<file path="src/hw/rtl/lou_pkg.sv">
// Package for the Lion optimizer update block: types, constants and
// floating-point helper functions (rounding, widening, narrowing).
// Depends on nothing; used by every other file of the block except lou_checker.
`timescale 1ns / 1ps

package lou_pkg;

  localparam logic [31:0] FpOne     = 32'h3F80_0000;
  localparam logic [31:0] FpDefNan  = 32'hFFC0_0000;
  localparam logic [31:0] FpQuiet   = 32'h0040_0000;
  localparam logic [30:0] FpInfMag  = 31'h7F80_0000;

  typedef enum logic [2:0] {
    CFG_LR     = 3'd0,
    CFG_BETA1  = 3'd1,
    CFG_BETA2  = 3'd2,
    CFG_DECAY  = 3'd3,
    CFG_TPAIR  = 3'd4
  } cfg_idx_e;

  typedef enum logic [2:0] {
    TP_FP16_FP32 = 3'd0,
    TP_FP16_FP16 = 3'd1,
    TP_BF16_FP32 = 3'd2,
    TP_BF16_BF16 = 3'd3,
    TP_FP32_FP32 = 3'd4
  } tpair_e;

  typedef enum logic [1:0] {
    FMT_FP32 = 2'd0,
    FMT_FP16 = 2'd1,
    FMT_BF16 = 2'd2
  } fmt_e;

  typedef struct packed {
    logic [31:0] lr;
    logic [31:0] beta1;
    logic [31:0] beta2;
    logic [31:0] decay;
    logic [2:0]  tpair;
  } cfg_t;

  function automatic logic is_nan(input logic [31:0] x);
    return (x[30:23] == 8'hFF) && (x[22:0] != 23'd0);
  endfunction

  function automatic fmt_e param_fmt(input logic [2:0] tp);
    fmt_e f;
    case (tp)
      TP_FP16_FP32, TP_FP16_FP16: f = FMT_FP16;
      TP_BF16_FP32, TP_BF16_BF16: f = FMT_BF16;
      default: f = FMT_FP32;
    endcase
    return f;
  endfunction

  function automatic fmt_e state_fmt(input logic [2:0] tp);
    fmt_e f;
    case (tp)
      TP_FP16_FP16: f = FMT_FP16;
      TP_BF16_BF16: f = FMT_BF16;
      default: f = FMT_FP32;
    endcase
    return f;
  endfunction

  // Rounds a normalized significand (leading one at bit 49) with biased
  // exponent er to fp32, nearest even, with gradual underflow.
  function automatic logic [31:0] round_pack(input logic s, input logic signed [9:0] er,
                                             input logic [49:0] sig);
    logic [9:0]  sh;
    logic [49:0] shd;
    logic        lost;
    logic [23:0] mt;
    logic        g;
    logic        st;
    logic        inc;
    logic [7:0]  ef;
    logic [30:0] w;
    if (er > 10'sd0) begin
      sh = 10'd0;
    end else begin
      sh = 10'(10'sd1 - er);
    end
    if (sh > 10'd50) begin
      sh = 10'd50;
    end
    shd  = sig >> sh;
    lost = (sig & ~({50{1'b1}} << sh)) != 50'd0;
    mt   = shd[49:26];
    g    = shd[25];
    st   = (shd[24:0] != 25'd0) | lost;
    inc  = g & (st | mt[0]);
    ef   = (er > 10'sd0) ? er[7:0] : 8'd0;
    w    = {ef, mt[22:0]} + {30'd0, inc};
    if (er >= 10'sd255) begin
      return {s, FpInfMag};
    end
    return {s, w};
  endfunction

  function automatic logic [31:0] half_to_single(input logic [15:0] h);
    logic [31:0] sign;
    logic [4:0]  ex;
    logic [9:0]  man;
    logic [3:0]  p;
    logic [3:0]  n;
    logic [7:0]  e;
    logic [9:0]  mn;
    sign = {h[15], 31'd0};
    ex   = h[14:10];
    man  = h[9:0];
    p    = 4'd0;
    for (int i = 0; i < 10; i++) begin
      if (man[i]) begin
        p = 4'(i);
      end
    end
    n  = 4'd10 - p;
    e  = 8'd113 - {4'd0, n};
    mn = man << n;
    if (ex == 5'd0) begin
      if (man == 10'd0) begin
        return sign;
      end
      return sign | {1'b0, e, mn, 13'd0};
    end
    if (ex == 5'h1F) begin
      return sign | {1'b0, 8'hFF, man, 13'd0};
    end
    return sign | {1'b0, {3'd0, ex} + 8'd112, man, 13'd0};
  endfunction

  function automatic logic [31:0] widen(input logic [31:0] v, input fmt_e f);
    logic [31:0] r;
    case (f)
      FMT_FP16: r = half_to_single(v[15:0]);
      FMT_BF16: r = {v[15:0], 16'd0};
      default:  r = v;
    endcase
    return r;
  endfunction

  function automatic logic [15:0] round_shift(input logic [31:0] m, input logic [4:0] sh);
    logic [31:0] q;
    logic [31:0] rem;
    logic [31:0] half;
    q    = m >> sh;
    rem  = m & ((32'd1 << sh) - 32'd1);
    half = 32'd1 << (sh - 5'd1);
    if ((rem > half) || ((rem == half) && q[0])) begin
      q = q + 32'd1;
    end
    return q[15:0];
  endfunction

  function automatic logic [15:0] single_to_half(input logic [31:0] x);
    logic [15:0] sign;
    logic [7:0]  ex;
    logic [22:0] man;
    logic signed [9:0] e;
    logic [9:0]  sh;
    sign = {x[31], 15'd0};
    ex   = x[30:23];
    man  = x[22:0];
    e    = $signed({2'b00, ex}) - 10'sd112;
    sh   = 10'(10'sd14 - e);
    if (ex == 8'hFF) begin
      return sign | ((man != 23'd0) ? 16'h7E00 : 16'h7C00);
    end
    if (ex == 8'd0) begin
      return sign;
    end
    if (e >= 10'sd31) begin
      return sign | 16'h7C00;
    end
    if (e <= 10'sd0) begin
      if (sh > 10'd24) begin
        return sign;
      end
      return sign | round_shift({8'd0, 1'b1, man}, sh[4:0]);
    end
    return sign | round_shift({4'd0, e[4:0], man}, 5'd13);
  endfunction

  function automatic logic [15:0] single_to_bf16(input logic [31:0] x);
    logic [31:0] t;
    t = x + 32'h0000_7FFF + {31'd0, x[16]};
    if (is_nan(x)) begin
      return 16'h7FC0;
    end
    return t[31:16];
  endfunction

  function automatic logic [31:0] narrow(input logic [31:0] v, input fmt_e f);
    logic [31:0] r;
    case (f)
      FMT_FP16: r = {16'd0, single_to_half(v)};
      FMT_BF16: r = {16'd0, single_to_bf16(v)};
      default:  r = v;
    endcase
    return r;
  endfunction

endpackage

</file>
<file path="src/hw/rtl/lou_cfg_regs.sv">
// Configuration register file of the Lion optimizer update block.
// Depends on lou_pkg for the register index codes and the cfg_t struct.
`timescale 1ns / 1ps

module lou_cfg_regs (
  input  logic          clk_i,
  input  logic          rst_ni,
  input  logic          cfg_valid_i,
  output logic          cfg_ready_o,
  input  logic [2:0]    cfg_index_i,
  input  logic [31:0]   cfg_data_i,
  output lou_pkg::cfg_t cfg_o
);

  lou_pkg::cfg_t cfg_q, cfg_d;

  assign cfg_ready_o = 1'b1;
  assign cfg_o       = cfg_q;

  always_comb begin
    cfg_d = cfg_q;
    if (cfg_valid_i) begin
      case (cfg_index_i)
        lou_pkg::CFG_LR:    cfg_d.lr    = cfg_data_i;
        lou_pkg::CFG_BETA1: cfg_d.beta1 = cfg_data_i;
        lou_pkg::CFG_BETA2: cfg_d.beta2 = cfg_data_i;
        lou_pkg::CFG_DECAY: cfg_d.decay = cfg_data_i;
        lou_pkg::CFG_TPAIR: cfg_d.tpair = cfg_data_i[2:0];
        default: cfg_d = cfg_q;
      endcase
    end
  end

  always_ff @(posedge clk_i or negedge rst_ni) begin
    if (!rst_ni) begin
      cfg_q.lr    <= 32'h38D1_B717;
      cfg_q.beta1 <= 32'h3F66_6666;
      cfg_q.beta2 <= 32'h3F7D_70A4;
      cfg_q.decay <= 32'd0;
      cfg_q.tpair <= lou_pkg::TP_FP32_FP32;
    end else begin
      cfg_q <= cfg_d;
    end
  end

endmodule

</file>
<file path="config.mk">
export PLATFORM = sky130hd
export DESIGN_NAME = lou_cfg_regs
export DESIGN_NICKNAME = d
export VERILOG_FILES = /design/src/hw/rtl/lou_pkg.sv /design/src/hw/rtl/lou_cfg_regs.sv
export SDC_FILE = /design/constraint.sdc
export NUM_CORES = 1
export LEC_CHECK = 0
export ABC_CLOCK_PERIOD_IN_PS = 800
export BUFFER_PORTS_ARGS = -buffer_cell sky130_fd_sc_hd__buf_4
export CORE_MARGIN = 3
export CORE_UTILIZATION = 35
export CTS_CLUSTER_DIAMETER = 50
export DETAILED_ROUTE_END_ITERATION = 16
export PLACE_DENSITY = 0.65
export SLEW_MARGIN = 10
export SYNTH_ARGS = -nofsm -noshare
export SYNTH_HDL_FRONTEND = slang
export SYNTH_SLANG_ARGS = --single-unit
</file>
<file path="constraint.sdc">
create_clock -name clk_i -period 0.8 [get_ports clk_i]
set_input_delay 0.08 -clock clk_i [delete_from_list [all_inputs] [get_ports clk_i]]
set_output_delay 0.08 -clock clk_i [all_outputs]
set_load 0.02 [all_outputs]
</file>
==> reports/metrics.yaml <==
worst_setup_path:
  crit_buf_inv: 1
  cp.arrival_ns: 1.08
  crit_type: "reg -> out"
  critical_path.top_delay_family: "flip-flops"
  path_cells: "buf_6"
  crit_path_top_delay_cell: "dfstp_2"
  cp_max_fo: 2
  cp-end-kind: "output port"
  crit_path_start_kind: "flop"
  crit_required_ns: 0.72
  slowest_delay_ns: 0.55
global_route:
  grt_max_degree: 37
  grt_pass1_vias: 3922
  antenna_found_initial: 0
  grt_pass1_wl_mm: 23.1
  grt_use_total_pct: 18.9
  grt_overflow: 0
sta:
  rsz0062_at_grt: "yes"
  clock_skew_ns: 0
  layout_setup_ws_ns: -0.361
  hold_viol: 0
  timing.final.crit_share_pct: 145
  fmax_ghz: 0.861
  drv_slew: 0
  period_minus_slack_ns: 1.16
  setup_viol: 236
detailed_routing:
  routedLengthMet1_mm: 6.46
  met2_length_mm: 7.76
  wire_per_inst_um: 20.0
  wl_met3_um: 927
  top_layer_used: "met4"
  vias: 3522
  ant_nets: 0
  first_pass_iters: 3
  viasPerCell: 4.63
  routed_wirelength_mm: 15.3
  drc: 0
  drt_iter0_drc: 138
yosys:
  synth_mux_area_share_pct: 29.4
  synth_top_family_by_area: "multiplexers"
  synthSimpleGateAreaFrac_pct: 1.30
  syn_inst: 283
  synth_area_um2: 5020
  seq_area_frac_synth_pct: 66.6
  synth_seq_cells: 131
  synth_fa_ha_area_share_pct: 0
  synth_xor_area_share_pct: 0
  ys_warn_count: 0
  synth.distinct_cells: 12
  synth_compound_area_share_pct: 0
  synth_nets: 321
  syn_avg_cell_area_um2: 17.8
power_and_ir_drop:
  peakVddDrop_mv: 1.91
  power.density_nw_per_um2: 2900
  p_leak_nw: 4.30
hold_path:
  min_path_type: "in -> async"
clock_network:
  cts_max_level: 4
  cts_tree: "done"
  clock-root-buffer: "clkbuf_16"
  clkLatencyLatePin_ns: 0.40
  clkTransAtPathRegs_ns: 0.06
  cts.sinks: 131
  cts_buffers: 17
  cts_buffer_depth: 2
run_status:
  violations: "negative setup slack"
  status: "complete, but fails checks"
final_layout:
  area_growth_pct: 83.0
  diodes: 0
  nNetsFinal: 606
  post-route-util_pct: 66.0
  largest_register_ffs: 131
  drive_above_1_share_pct: 79.9
place:
  gp_congestion: 0.791
  io_buffers: 168
  post-dp-hpwl_mm: 8.59
  place_ws_ns: -0.568
floorplanning:
  die_x_um: 126
  die_area_um2: 15800
  ios: 170
  die_h_um: 126
  initial_utilization_pct: 36.1
  rows: 43
  core-area_um2: 13900
job:
  cap_viol_max_count: 0
per-layer routing:
metal	track usage [%]	vias up
met2	32.0	106
met1	23.4	1829
met3	6.53	11
met4	4.48	0
li1	-	1576
met5	0	-
logic make-up (layout without fill, tap and decap cells):
group,count (synthesis),count (layout)
buffers and inverters,15,313
flip-flops,131,131
other,1,1
multiplexers,131,131
AND/OR/NAND/NOR,5,5
cell usage after synthesis:
master / number / area, um2
nor4bb_1: 2 / 20.0
mux2_2: 120 / 1350
and4bb_2: 1 / 12.5
buf_6: 9 / 101
mux2_1: 11 / 124
dfrtp_1: 77 / 1930
nand4b_1: 1 / 8.76
nor4b_4: 1 / 23.8
buf_2: 5 / 25.0
conb_1: 1 / 3.75
buf_4: 1 / 7.51
dfstp_2: 54 / 1420
cell usage in the layout (no fill, tap or decap):
cell           synthesis  layout
nand4b_1               1       1
clkinv_2               0       2
clkbuf_8               0       3
buf_16                 0       1
dfrtp_1               77      75
dfrtp_2                0       2
mux2_2               120      25
conb_1                 1       1
and4bb_2               1       1
buf_6                  9     165
clkbuf_1               0       7
bufinv_16              0       2
mux2_4                 0     106
clkinvlp_4             0       1
clkbuf_16              0      18
dfstp_2               54      54
dlygate4sd3_1          0      33
nor4b_4                1       1
nor4bb_4               0       2
buf_4                  1      62
buf_12                 0      17
buf_8                  0       2
path summary, 6_finish.rpt:
path                       cells after the start                  start                    end  slack, ns
setup / recovery                               1  cfg_o[94]$_DFFE_PN1P_              cfg_o[94]      -0.36
hold / removal                                 2                 rst_ni   cfg_o[0]$_DFFE_PN0P_       0.11
setup reg to reg                               3  cfg_o[51]$_DFFE_PN1P_  cfg_o[51]$_DFFE_PN1P_      -0.13
hold reg to reg                                1  cfg_o[27]$_DFFE_PN0P_  cfg_o[27]$_DFFE_PN0P_       0.53
max in group asynchronous                      3                 rst_ni  cfg_o[47]$_DFFE_PN1P_       0.12
min in group clk_i                             3            cfg_valid_i   cfg_o[0]$_DFFE_PN0P_       0.24
stage by stage:
step | power [W] | hold slack, ns | cell area, um2 | cells | setup TNS, ns
after floorplan | 0.0131 | -0.216 | 5320 | 283 | -32.12
after global placement | 0.0163 | -0.00730 | 6900 | 633 | -59.89
after detailed placement | 0.0164 | -0.00172 | 6900 | 633 | -62.51
after CTS | 0.0263 | 0.114 | 8990 | 748 | -43.54
after global routing | 0.0277 | 0.103 | 9190 | 761 | -49.61
final | 0.0266 | 0.114 | 9190 | 761 | -42.25
what timing repair did:
item	in CTS	in global routing
pin swaps	2	1
hold buffers	33	0
hold endpoints to repair	213	0
gates cloned	6	2
buffers inserted	44	22
resized for setup	191	53
setup endpoints to repair	225	245
final cells by class:
type	instances	area, um2
clock buffer	27	493
clock inverter	5	77.6
fill	948	4740
multi-input combinational	137	1970
sequential	131	3350
tap	180	225
timing repair buffer	281	3080
power breakdown:
part	leakage [nW]	internal, W	switching [W]
clock network	0.276	0.00483	0.00271
logic	2.53	0.00565	0.00367
registers	1.49	0.00857	0.00122
total	4.30	0.0190	0.00759
(Power assumes the default switching activity.)
